`src/rtl/led_strip_animation_engine_assert.svh`:
```
// ----------------------------------------------------------------------------
// LED strip animation engine assertion macros
// Shorthand for the concurrent checks at the end of the top level.
// ----------------------------------------------------------------------------
`ifndef LED_STRIP_ANIMATION_ENGINE_ASSERT_SVH
`define LED_STRIP_ANIMATION_ENGINE_ASSERT_SVH

// same-cycle implication, checked out of reset
`define LSAE_ASSERT_IMP(lbl, clk, rst_n, ante, cons, msg) \
	lbl: assert property (@(posedge clk) disable iff (!rst_n) (ante) |-> (cons)) \
		else $error(msg);

// next-cycle implication, checked out of reset
`define LSAE_ASSERT_NXT(lbl, clk, rst_n, ante, cons, msg) \
	lbl: assert property (@(posedge clk) disable iff (!rst_n) (ante) |=> (cons)) \
		else $error(msg);

`endif

```
`src/rtl/lsae_pkg.sv`:
```
// ----------------------------------------------------------------------------
// LED strip animation engine package
// Widths, codes, sequencer states and the per-pixel control struct.
// ----------------------------------------------------------------------------
package lsae_pkg;

	localparam int STRIP_MAX    = 64;
	localparam int STORE_DEPTH  = 64;
	localparam int IDX_W        = 6;
	localparam int CNT_W        = 7;
	localparam int CH_W         = 8;
	localparam int COLOR_W      = 24;
	localparam int CFG_IDX_W    = 3;
	localparam int CFG_DATA_W   = 24;
	localparam int FADE_DIVISOR = 2;

	// register indexes on the config port
	localparam logic [CFG_IDX_W-1:0] REG_MODE      = 3'd0;
	localparam logic [CFG_IDX_W-1:0] REG_LED_COUNT = 3'd1;
	localparam logic [CFG_IDX_W-1:0] REG_LOW_COLOR = 3'd2;
	localparam logic [CFG_IDX_W-1:0] REG_HIGH_COLOR = 3'd3;
	localparam logic [CFG_IDX_W-1:0] REG_WIN_LEN   = 3'd4;

	// item function codes
	typedef enum logic [1:0] {
		FN_TICK      = 2'd0,
		FN_WRITE_ONE = 2'd1,
		FN_WRITE_ALL = 2'd2,
		FN_START     = 2'd3
	} func_t;

	// animation modes
	typedef enum logic [2:0] {
		MODE_NONE    = 3'd0,
		MODE_BLINK   = 3'd1,
		MODE_FADE    = 3'd2,
		MODE_BREATHE = 3'd3,
		MODE_SCROLL  = 3'd4
	} mode_t;

	// what one sweep over the strip does to each pixel
	typedef enum logic [2:0] {
		OP_STORE,
		OP_BLACK,
		OP_FILL_EMIT,
		OP_FILL,
		OP_FADE,
		OP_CONST,
		OP_SCROLL
	} sweep_op_t;

	// sequencer states
	typedef enum logic [1:0] {
		ST_IDLE,
		ST_MODQ,
		ST_RD,
		ST_CALC
	} state_t;

	// per-pixel control into the color unit
	typedef struct packed {
		sweep_op_t op;
		logic      in_window;
	} pix_ctl_t;

endpackage

```
`src/rtl/lsae_pixel_ram.sv`:
```
// ----------------------------------------------------------------------------
// LSAE pixel store
// 64 x 24 pixel memory, one write and one registered read port; per-entry
// valid bits make unwritten entries read as black right after reset.
// ----------------------------------------------------------------------------
module lsae_pixel_ram (
	input  logic                                  clk,
	input  logic                                  arst_n,
	input  logic                                  we,
	input  logic [lsae_pkg::IDX_W-1:0]            waddr,
	input  logic [lsae_pkg::COLOR_W-1:0]          wdata,
	input  logic                                  re,
	input  logic [lsae_pkg::IDX_W-1:0]            raddr,
	output logic [lsae_pkg::COLOR_W-1:0]          rdata
);
	import lsae_pkg::*;

	logic [COLOR_W-1:0]     mem [STORE_DEPTH];
	logic [STORE_DEPTH-1:0] vld_q;
	logic [COLOR_W-1:0]     rd_q;
	logic                   rd_vld_q;

	// storage array
	always_ff @(posedge clk) begin
		if (we) begin
			mem[waddr] <= wdata;
		end
	end

	// entry valid bits
	always_ff @(posedge clk or negedge arst_n) begin
		if (!arst_n) begin
			vld_q <= '0;
		end else if (we) begin
			vld_q[waddr] <= 1'b1;
		end
	end

	// registered read
	always_ff @(posedge clk) begin
		if (re) begin
			rd_q     <= mem[raddr];
			rd_vld_q <= vld_q[raddr];
		end
	end

	assign rdata = rd_vld_q ? rd_q : '0;

endmodule

```
`src/rtl/lsae_color_unit.sv`:
```
// ----------------------------------------------------------------------------
// LSAE color unit
// Shared per-pixel color datapath used on every step of a sweep, plus the
// breathe channel stepper used once per breathe tick.
// ----------------------------------------------------------------------------
module lsae_color_unit (
	input  lsae_pkg::pix_ctl_t                    ctl,
	input  logic [lsae_pkg::COLOR_W-1:0]          store_color,
	input  logic [lsae_pkg::COLOR_W-1:0]          fill_color,
	input  logic [lsae_pkg::COLOR_W-1:0]          high_color,
	input  logic [lsae_pkg::COLOR_W-1:0]          low_color,
	input  logic [lsae_pkg::COLOR_W-1:0]          breath_color,
	input  logic                                  rising,
	output logic [lsae_pkg::COLOR_W-1:0]          pix_color,
	output logic [lsae_pkg::COLOR_W-1:0]          breath_next,
	output logic                                  rising_next
);
	import lsae_pkg::*;

	logic [COLOR_W-1:0] halved;
	logic [COLOR_W-1:0] target;
	logic               all_hit;
	logic [CH_W-1:0]    cur_ch;
	logic [CH_W-1:0]    tgt_ch;

	// fade: each channel halved
	always_comb begin
		for (int k = 0; k < 3; k++) begin
			halved[k*CH_W +: CH_W] = CH_W'(store_color[k*CH_W +: CH_W] / FADE_DIVISOR);
		end
	end

	// per-pixel color select
	always_comb begin
		case (ctl.op)
			OP_STORE:     pix_color = store_color;
			OP_BLACK:     pix_color = '0;
			OP_FILL_EMIT: pix_color = fill_color;
			OP_FILL:      pix_color = fill_color;
			OP_FADE:      pix_color = halved;
			OP_CONST:     pix_color = fill_color;
			OP_SCROLL:    pix_color = ctl.in_window ? high_color : low_color;
			default:      pix_color = '0;
		endcase
	end

	// breathe: step each channel by one toward the target
	always_comb begin
		target  = rising ? high_color : low_color;
		all_hit = 1'b1;
		cur_ch  = '0;
		tgt_ch  = '0;
		for (int k = 0; k < 3; k++) begin
			cur_ch = breath_color[k*CH_W +: CH_W];
			tgt_ch = target[k*CH_W +: CH_W];
			if (rising) begin
				if (cur_ch < tgt_ch) begin
					cur_ch = cur_ch + 8'd1;
				end
			end else begin
				if (cur_ch > tgt_ch) begin
					cur_ch = cur_ch - 8'd1;
				end
			end
			breath_next[k*CH_W +: CH_W] = cur_ch;
			if (cur_ch != tgt_ch) begin
				all_hit = 1'b0;
			end
		end
		rising_next = all_hit ? !rising : rising;
	end

endmodule

```
`src/rtl/led_strip_animation_engine.sv`:
```
// The first pixel of a frame passes the read state, the calc state and the
// output register after the item is taken. Each pixel takes a read and a calc
// state, as the pixel store has a registered read port; no new item is taken
// until the frame is done. Scroll ticks first reduce the window start in ST_MODQ.
// Starts of blink and scroll refill the store with no result.
// Reset initialises all control state; the store reads as black via valid bits.
// ----------------------------------------------------------------------------
// LED strip animation engine
// Pixel store with blink, fade, breathe and scroll animations; each write or
// running tick sends the whole frame out one pixel at a time.
// ----------------------------------------------------------------------------
module led_strip_animation_engine (
	input  logic                                  clk,
	input  logic                                  arst_n,
	// configuration
	input  logic                                  cfg_we,
	input  logic [lsae_pkg::CFG_IDX_W-1:0]        cfg_index,
	input  logic [lsae_pkg::CFG_DATA_W-1:0]       cfg_data,
	// input items
	input  logic                                  in_valid,
	output logic                                  in_stall,
	input  logic [1:0]                            func,
	input  logic [lsae_pkg::IDX_W-1:0]            pixel_index,
	input  logic [lsae_pkg::CH_W-1:0]             red_in,
	input  logic [lsae_pkg::CH_W-1:0]             green_in,
	input  logic [lsae_pkg::CH_W-1:0]             blue_in,
	// result items
	output logic                                  out_valid,
	input  logic                                  out_stall,
	output logic [lsae_pkg::IDX_W-1:0]            out_index,
	output logic [lsae_pkg::CH_W-1:0]             red_out,
	output logic [lsae_pkg::CH_W-1:0]             green_out,
	output logic [lsae_pkg::CH_W-1:0]             blue_out,
	output logic                                  frame_end
);
	import lsae_pkg::*;
	`include "led_strip_animation_engine_assert.svh"

	// config registers
	logic [2:0]         mode_q;
	logic [CNT_W-1:0]   led_count_q;
	logic [COLOR_W-1:0] low_q;
	logic [COLOR_W-1:0] high_q;
	logic [CNT_W-1:0]   wlen_q;

	// animation and sweep state
	state_t             state_q;
	state_t             state_d;
	sweep_op_t          op_q;
	logic [CNT_W-1:0]   i_q;
	logic [CNT_W-1:0]   d_q;
	logic [IDX_W-1:0]   ws_q;
	logic [COLOR_W-1:0] fill_q;
	logic [COLOR_W-1:0] breath_q;
	logic               running_q;
	logic               phase_q;
	logic               rising_q;
	logic               all_off_q;

	// output register
	logic               out_valid_q;
	logic [IDX_W-1:0]   out_index_q;
	logic [COLOR_W-1:0] out_color_q;
	logic               frame_end_q;

	logic [CNT_W-1:0]   n;
	logic               accept;
	logic [COLOR_W-1:0] in_color;
	logic               out_free;
	logic               emit;
	logic               wr;
	logic               adv;
	logic               last;
	logic               ws_big;
	pix_ctl_t           ctl;
	logic [COLOR_W-1:0] store_color;
	logic [COLOR_W-1:0] pix_color;
	logic [COLOR_W-1:0] breath_next;
	logic               rising_next;
	logic               ram_we;
	logic [IDX_W-1:0]   ram_waddr;
	logic [COLOR_W-1:0] ram_wdata;
	logic               ram_re;

	// effective strip length
	always_comb begin
		if (led_count_q == '0) begin
			n = CNT_W'(1);
		end else if (led_count_q > CNT_W'(STRIP_MAX)) begin
			n = CNT_W'(STRIP_MAX);
		end else begin
			n = led_count_q;
		end
	end

	assign in_color = {red_in, green_in, blue_in};
	assign accept   = in_valid && !in_stall;
	assign out_free = !out_valid_q || !out_stall;
	assign last     = (i_q + CNT_W'(1)) == n;
	assign ws_big   = {1'b0, ws_q} >= n;

	// sweep op decode
	always_comb begin
		emit = (op_q != OP_FILL);
		wr   = (op_q == OP_FILL_EMIT) || (op_q == OP_FILL) ||
		       (op_q == OP_FADE) || (op_q == OP_SCROLL);
	end

	assign ctl.op        = op_q;
	assign ctl.in_window = d_q < wlen_q;

	// next state
	always_comb begin
		state_d = state_q;
		case (state_q)
			ST_IDLE: begin
				if (accept) begin
					case (func)
						FN_WRITE_ONE, FN_WRITE_ALL: state_d = ST_RD;
						FN_START: begin
							if (mode_q == MODE_BLINK || mode_q == MODE_SCROLL) begin
								state_d = ST_RD;
							end
						end
						default: begin
							if (running_q) begin
								if (mode_q == MODE_BLINK || mode_q == MODE_FADE ||
								    mode_q == MODE_BREATHE) begin
									state_d = ST_RD;
								end else if (mode_q == MODE_SCROLL) begin
									state_d = ST_MODQ;
								end
							end
						end
					endcase
				end
			end
			ST_MODQ: begin
				if (!ws_big) begin
					state_d = ST_RD;
				end
			end
			ST_RD: state_d = ST_CALC;
			ST_CALC: begin
				if (adv) begin
					state_d = last ? ST_IDLE : ST_RD;
				end
			end
			default: state_d = ST_IDLE;
		endcase
	end

	// sequencer outputs
	always_comb begin
		in_stall  = (state_q != ST_IDLE);
		ram_re    = (state_q == ST_RD);
		adv       = (state_q == ST_CALC) && (!emit || out_free);
		ram_we    = 1'b0;
		ram_waddr = i_q[IDX_W-1:0];
		ram_wdata = pix_color;
		case (state_q)
			ST_IDLE: begin
				if (accept && func == FN_WRITE_ONE) begin
					ram_we    = 1'b1;
					ram_waddr = pixel_index;
					ram_wdata = in_color;
				end
			end
			ST_CALC: begin
				ram_we = adv && wr;
			end
			default: ram_we = 1'b0;
		endcase
	end

	// pixel store
	lsae_pixel_ram u_ram (
		.clk    (clk),
		.arst_n (arst_n),
		.we     (ram_we),
		.waddr  (ram_waddr),
		.wdata  (ram_wdata),
		.re     (ram_re),
		.raddr  (i_q[IDX_W-1:0]),
		.rdata  (store_color)
	);

	// shared color datapath
	lsae_color_unit u_color (
		.ctl          (ctl),
		.store_color  (store_color),
		.fill_color   (fill_q),
		.high_color   (high_q),
		.low_color    (low_q),
		.breath_color (breath_q),
		.rising       (rising_q),
		.pix_color    (pix_color),
		.breath_next  (breath_next),
		.rising_next  (rising_next)
	);

	// config registers
	always_ff @(posedge clk or negedge arst_n) begin
		if (!arst_n) begin
			mode_q      <= MODE_NONE;
			led_count_q <= CNT_W'(64);
			low_q       <= '0;
			high_q      <= '0;
			wlen_q      <= CNT_W'(3);
		end else if (cfg_we) begin
			case (cfg_index)
				REG_MODE:       mode_q      <= cfg_data[2:0];
				REG_LED_COUNT:  led_count_q <= cfg_data[CNT_W-1:0];
				REG_LOW_COLOR:  low_q       <= cfg_data[COLOR_W-1:0];
				REG_HIGH_COLOR: high_q      <= cfg_data[COLOR_W-1:0];
				REG_WIN_LEN:    wlen_q      <= cfg_data[CNT_W-1:0];
				default:        mode_q      <= mode_q;
			endcase
		end
	end

	// sequencer and animation state
	always_ff @(posedge clk or negedge arst_n) begin
		if (!arst_n) begin
			state_q   <= ST_IDLE;
			op_q      <= OP_STORE;
			i_q       <= '0;
			d_q       <= '0;
			ws_q      <= '0;
			fill_q    <= '0;
			breath_q  <= '0;
			running_q <= 1'b0;
			phase_q   <= 1'b1;
			rising_q  <= 1'b1;
			all_off_q <= 1'b1;
		end else begin
			state_q <= state_d;
			case (state_q)
				ST_IDLE: begin
					if (accept) begin
						i_q       <= '0;
						all_off_q <= 1'b1;
						case (func)
							FN_WRITE_ONE: begin
								running_q <= 1'b0;
								op_q      <= OP_STORE;
							end
							FN_WRITE_ALL: begin
								running_q <= 1'b0;
								op_q      <= OP_FILL_EMIT;
								fill_q    <= in_color;
							end
							FN_START: begin
								case (mode_q)
									MODE_BLINK: begin
										op_q      <= OP_FILL;
										fill_q    <= high_q;
										phase_q   <= 1'b1;
										running_q <= 1'b1;
									end
									MODE_FADE: running_q <= 1'b1;
									MODE_BREATHE: begin
										breath_q  <= low_q;
										rising_q  <= 1'b1;
										running_q <= 1'b1;
									end
									MODE_SCROLL: begin
										op_q      <= OP_FILL;
										fill_q    <= low_q;
										ws_q      <= '0;
										running_q <= 1'b1;
									end
									default: running_q <= 1'b0;
								endcase
							end
							default: begin
								if (running_q) begin
									case (mode_q)
										MODE_BLINK: begin
											op_q    <= phase_q ? OP_STORE : OP_BLACK;
											phase_q <= !phase_q;
										end
										MODE_FADE: op_q <= OP_FADE;
										MODE_BREATHE: begin
											op_q     <= OP_CONST;
											breath_q <= breath_next;
											fill_q   <= breath_next;
											rising_q <= rising_next;
										end
										MODE_SCROLL: op_q <= OP_SCROLL;
										default: op_q <= op_q;
									endcase
								end
							end
						endcase
					end
				end
				ST_MODQ: begin
					// bring the window start into the strip, then set the
					// distance counter and the next tick's start
					if (ws_big) begin
						ws_q <= ws_q - n[IDX_W-1:0];
					end else begin
						d_q  <= (ws_q == '0) ? '0 : n - {1'b0, ws_q};
						ws_q <= ({1'b0, ws_q} + CNT_W'(1) == n) ? '0 : ws_q + IDX_W'(1);
					end
				end
				ST_CALC: begin
					if (adv) begin
						i_q <= i_q + CNT_W'(1);
						d_q <= (d_q + CNT_W'(1) == n) ? '0 : d_q + CNT_W'(1);
						if (op_q == OP_FADE) begin
							all_off_q <= all_off_q && (pix_color == '0);
							if (last && all_off_q && pix_color == '0) begin
								running_q <= 1'b0;
							end
						end
					end
				end
				default: i_q <= i_q;
			endcase
		end
	end

	// output register valid
	always_ff @(posedge clk or negedge arst_n) begin
		if (!arst_n) begin
			out_valid_q <= 1'b0;
		end else if (adv && emit) begin
			out_valid_q <= 1'b1;
		end else if (out_valid_q && !out_stall) begin
			out_valid_q <= 1'b0;
		end
	end

	// output register payload
	always_ff @(posedge clk) begin
		if (adv && emit) begin
			out_index_q <= i_q[IDX_W-1:0];
			out_color_q <= pix_color;
			frame_end_q <= last;
		end
	end

	assign out_valid = out_valid_q;
	assign out_index = out_index_q;
	assign red_out   = out_color_q[2*CH_W +: CH_W];
	assign green_out = out_color_q[CH_W +: CH_W];
	assign blue_out  = out_color_q[0 +: CH_W];
	assign frame_end = frame_end_q;

	// checks
	`LSAE_ASSERT_IMP(a_mid_frame_busy, clk, arst_n, out_valid && !frame_end, state_q != ST_IDLE, "pixel waiting but frame sweep not active")
	`LSAE_ASSERT_IMP(a_modq_running, clk, arst_n, state_q == ST_MODQ, running_q, "window reduction without running scroll")
	`LSAE_ASSERT_NXT(a_write_stops, clk, arst_n, accept && (func == FN_WRITE_ONE || func == FN_WRITE_ALL), !running_q, "pixel write left animation running")

endmodule

```
`config.mk`:
```
export PLATFORM = sky130hd
export DESIGN_NAME = led_strip_animation_engine
export DESIGN_NICKNAME = d
export VERILOG_FILES = /design/src/rtl/lsae_pkg.sv /design/src/rtl/lsae_pixel_ram.sv /design/src/rtl/lsae_color_unit.sv /design/src/rtl/led_strip_animation_engine.sv
export VERILOG_INCLUDE_DIRS = /design/src /design/src/rtl
export SDC_FILE = /design/constraint.sdc
export NUM_CORES = 2
export LEC_CHECK = 0
export ABC_CLOCK_PERIOD_IN_PS = 6150
export BUFFER_PORTS_ARGS = -buffer_cell sky130_fd_sc_hd__buf_2
export CORE_MARGIN = 3
export CORE_UTILIZATION = 40
export CTS_BUF_LIST = sky130_fd_sc_hd__clkbuf_8
export CTS_CLUSTER_SIZE = 10
export DETAILED_ROUTE_END_ITERATION = 6
export PLACE_DENSITY = 0.53
export SLEW_MARGIN = 20
export SYNTH_ARGS = -nofsm -noshare
export SYNTH_HDL_FRONTEND = slang
export SYNTH_HIERARCHICAL = 1
export SYNTH_SLANG_ARGS = --single-unit
export TNS_END_PERCENT = 10
```
`constraint.sdc`:
```
create_clock -name clk -period 6.15 [get_ports clk]
set_input_delay 0.615 -clock clk [delete_from_list [all_inputs] [get_ports clk]]
set_output_delay 0.615 -clock clk [all_outputs]
set_load 0.05 [all_outputs]
```
# Yosys cells after proc, flatten, opt, wreduce, memory -nomap -nowiden
# Memory sizes are Yosys's and may differ from the RTL's. A register that Yosys moved wholly into a read port is not among the register bits.
# Cells that the tools add are included.
# classes
addsub,12
order_cmp,12
eq_ne,39
n_mux,87
bitwise_logic,3
reduce_logical,61
# op_table
op,n
2-to-1 mux 24 bit,8
case mux 24 bit (2 select lines),2
case mux 24 bit (4 select lines),1
2-to-1 mux 8 bit,9
case mux 24 bit (3 select lines),1
bitwise OR 64 bit,1
2-to-1 mux 7 bit,8
2-to-1 mux 6 bit,7
case mux 7 bit (2 select lines),2
2-to-1 mux 1 bit,26
adder 8 x 1 -> 8 bit (second input constant),3
> comparator 8 bit,3
logical NOT 24 bit,1
less-than comparator 8 bit,3
inequality test 8 bit,3
AND reduction 6 bit,4
subtractor 8 x 1 -> 8 bit (second input constant),3
equality test 7 bit,3
equality test 3 x 2 -> 1 bit (second input constant),6
2-to-1 mux 2 bit,8
equality test 3 bit (second input constant),5
AND reduction 5 bit,3
adder 7 x 1 -> 7 bit (second input constant),2
less-than comparator 6 x 7 -> 1 bit (second input constant),2
44 further kinds,100
# totals
ff_bits,239
ramBits,1536
inputBits,64
word_cells,237
memories,1
# mem_list
name,words,width,read_ports,rd_ports_with_merged_regs,wr,line,text
u_ram.mem,64,24,1,1,1,lsae_pixel_ram.sv:18,logic [COLOR_W-1:0] mem [STORE_DEPTH];

# Depth between registers and ports, before layout
# logic_depth
depth_word,12
depth_mapped,20

# Hierarchy
# Netlist, hierarchy kept.
# by_module_without_submodules
module,instances,cells_per_inst,area_per_inst_um2,seq_area_each_um2
lsae_pixel_ram,1,2868,62478.7,48476.5
led_strip_animation_engine,1,918,9750.6,4516.8
lsae_color_unit,1,481,3588.4,0.0

# Least setup slack after synthesis
# Ideal clock, no wire load.
# synth_path
path_kind,input to register
from,input port func[1]
to,memory u_ram.mem[48][0] (enable)
setup_time_ns,0.437
arrival_ns,4.043
required_time_ns,5.713
setup_slack_ns,1.671
path_stages,8
path_buffers,2
cell_sequence,inv_1 ha_1 nand3_1 buf_1 mux2_2 clkbuf_1 or3_1 nor3_1
# synth_via
word_cells_on_any_way,8
classes_between,1 x eq/ne; 6 x mux; 1 x reduce/logical
# synth_lines
element,line,text
start: declaration,led_strip_animation_engine.sv:22,"input logic [1:0] func,"
equality test 2 x 1 -> 1 bit,led_strip_animation_engine.sv:163,if (accept && func == FN_WRITE_ONE) begin
logical AND 1 bit,led_strip_animation_engine.sv:163,
2-to-1 mux 6 bit,led_strip_animation_engine.sv:163,
2-to-1 mux 6 bit,led_strip_animation_engine.sv:161,case (state_q)
named net ram_waddr[1],led_strip_animation_engine.sv:81,logic [IDX_W-1:0] ram_waddr;
end: declaration,lsae_pixel_ram.sv:18,
# The timed path passes the listed nets, and every way through them passes these cells.

==> metrics.yaml <==
sta:
  finalCritPeriodShare: 0.787
  finalClockSkew_ns: 0.108
  final_max_slew_viol_count: 0
  fmax_mhz: 207
  tightest_slew_ns: 1.14
  hold_viol: 0
  relSlewSlack: 0.228
  rsz0062_at_grt: "false"
  finalSetupViolations: 0
  setup-tns-final_ns: 0
  min_period_ns: 4.84
setup_path:
  crit_arrival_ns: 5.69
  r2r_end: "running_q"
  critPathSlowestCell: "nor4_1"
  required_ns: 7.00
  cp_max_fo: 12
  timing.rr.start: "wlen_q[1]"
  crit_path_start: "wlen_q[1]"
  worstSetupPathType: "register to register"
  path_cells: "inv_1 -> ha_1 -> a21o_1 -> a21o_1 -> a21oi_1 -> nor2b_1 -> o21ai_0 -> o2bb2ai_4 -> mux2i_1 -> o21ai_0 -> a221o_1 -> or4_1 -> nor4_1 -> nand4_1 -> nor4_1 -> nor3_1"
  r2r_cells: 16
  crit_path_start_kind: "register"
  critical-path-max-stage-delay_ns: 0.63
  setup.worst_path.end_class: "register"
  crit_buf_inv: 1
  rrSetupSlack_ns: 1.31
  crit_family: "simple AND/OR/NAND/NOR gates"
flow_run:
  drv_cap: 0
yosys:
  synth.area.top_cells: "edfxtp_1 (63%), mux4_2 (11%), dfrtp_1 (6.6%), mux2i_1 (2.5%), mux2_2 (2.4%)"
  synthDistinctLibCells: 105
  avgSynthCellArea_sq_um: 17.8
  syn_area_sq_mm: 0.0758
  synth_ff_type: "edfxtp_1"
  async_reset_ff_frac: 0.115
  yosys.area.top_type: "edfxtp_1"
  synth.most_common_cell: "edfxtp_1"
  synth-seq-cells: 1799
  synth_seq_area_share: 0.699
  ys_warn_count: 6
  ys_top_cells_by_count: "edfxtp_1 (1592), mux4_2 (371), dfrtp_1 (201)"
  yosysTopAreaCellShare: 0.631
  synth_cells: 4267
  synth_fp_nets: 4391
  synth-edff-count: 1592
clock_tree:
  post_cts_resized: 0
  htreeDepth: 5
  cts_tree: "done"
  cts.path.max_buffers: 4
  worstSkewPairLatency_ns: 1.05
  cts-root-buf: "clkbuf_8"
  path_clk_slew_ns: 0.06
  cts_made_buffers: 319
  cts_num_sinks: 1799
floorplanning:
  ios: 97
  die-area_sq_mm: 0.195
  core_sq_mm: 0.188
  fp.dieW_um: 441
  fp-row-count: 159
  initial_utilization: 0.403
  die_h_um: 441
detailed_routing:
  avgRoutedWirePerCell_um: 28.9
  dr_wl_met2_mm: 101
  drc: 1
  first_pass_iters: 7
  drt-met1-wl_mm: 91.9
  wl_met3_mm: 12.7
  dr_total_vias: 41973
  highest_layer: "met5"
  wirelength_mm: 213
  via_per_inst: 5.68
  ant_nets: 0
  drtIter0Drc: 4064
power:
  total_power_mw: 42.6
  power_density_mw_per_mm2: 494
  ir_drop_mv: 0.327
  p_leak_nw: 29.0
worst_hold_path:
  holdCritStartpoint: "green_in[0]"
  hold_depth: 3
  worstHoldPathType: "input pin to register"
  hold_path_end: "fill_q[8]"
global_routing:
  grt_pass1_vias: 42793
  grt_max_degree: 80
  overflow: 0
  grt_pass1_wl_mm: 307
  grt_antenna_before_repair: 11
  grt_usage: 0.218
cells_and_area:
  drive_above_1_share: 0.281
  area_growth_pct: 13.6
  fin_area_sq_mm: 0.0861
  nets: 4764
  fillCellCount: 16276
place:
  place.gp.congestion: 0.847
  hpwl_mm: 128
  placed_area_sq_mm: 0.0797
  io_buffers: 96
status:
  violations: "design-rule violations"
  outcome: "finished with violations"
[layout make-up]
class / instances / area, sq um / share of cell area
inverter: 47 / 176 / 0.00205
tap: 2495 / 3120 / 0.0362
antenna: 10 / 25.0 / 0.000290
timing repair buffer: 307 / 2400 / 0.0279
clock buffer: 349 / 4800 / 0.0558
clock inverter: 212 / 1030 / 0.0120
sequential: 1799 / 53000 / 0.615
multi-input combinational: 2166 / 21600 / 0.250
[timing repair]
item,in CTS,in global routing
buffers inserted,0,0
hold buffers,45,0
endpoints found under the hold margin,153,0
[stage by stage]
step,hold slack (ns),util,std cells,setup slack [ns]
2_1_floorplan,0.319,-,4267,1.67
3_3_place_gp,0.443,0.424,6765,1.24
3_5_place_dp,0.446,0.424,6766,1.28
4_1_cts,0.00259,0.458,7372,1.28
5_1_grt,0.0617,0.458,7383,0.998
6_report,0.105,0.458,7385,1.31
[kinds of logic after synthesis]
kind of cell | Yosys count | synth area share
multiplexers | 723 | 0.159
AND/OR/NAND/NOR | 701 | 0.0467
buffers and inverters | 302 | 0.0212
adder cells (fa/ha/maj) | 60 | 0.0101
AO/OA/AOI/OAI | 598 | 0.0535
flip-flops | 1799 | 0.699
XOR/XNOR | 84 | 0.0102
[tightest hold or removal path, delay by kind of cell]
family	cells	cell delay (ns)
buffers and inverters	1	0.17
AOI/OAI and AO/OA	2	0.26
[flip-flops by register name, summed over array words and instances (netlist names), 6 cells and up]
signal / count
high_q: 24
ws_q: 6
d_q: 7
u_ram/rd_q: 24
i_q: 7
breath_q: 24
out_color_q: 24
low_q: 24
fill_q: 24
led_count_q: 7
out_index: 6
u_ram/vld_q: 64
wlen_q: 7
u_ram/mem: 1536
[worst max-delay path by stage]
stage                             endpoint  slack [ns]  cells past startpoint
final                            running_q        1.31                     16
after CTS                        running_q        1.28                     16
after global routing              rising_q         1.0                     14
after floorplan           u_ram/mem[48][0]        1.67                      8
after detailed placement         running_q        1.28                     16
after global placement           running_q        1.24                     16
[layer usage]
| metal | GRT usage | up-vias |
|---|---|---|
| met5 | 0 | - |
| li1 | - | 17976 |
| met2 | 0.350 | 1496 |
| met1 | 0.302 | 22125 |
| met4 | 0.0780 | 4 |
| met3 | 0.0364 | 372 |
[where the power goes]
part	switching (mW)	total [mW]	internal [mW]
clock network	4.85	10.3	5.45
registers	0.996	17.9	16.9
logic	9.60	14.4	4.83
[placed cells by master (no fill, tap or decap), drive strengths merged, types with 45 or more instances in the layout]
cell type       n
dfrtp         201
nor2          188
nand2         175
edfxtp       1592
clkbuf        349
a21oi         159
mux2          160
o22ai          63
ha             58
clkinv         96
or2            82
inv           150
dlygate4sd3    45
buf           262
o21ai          97
a221oi         63
mux2i         192
mux4          371
xnor2          57
No activity file was read; power rests on OpenSTA's default activity.
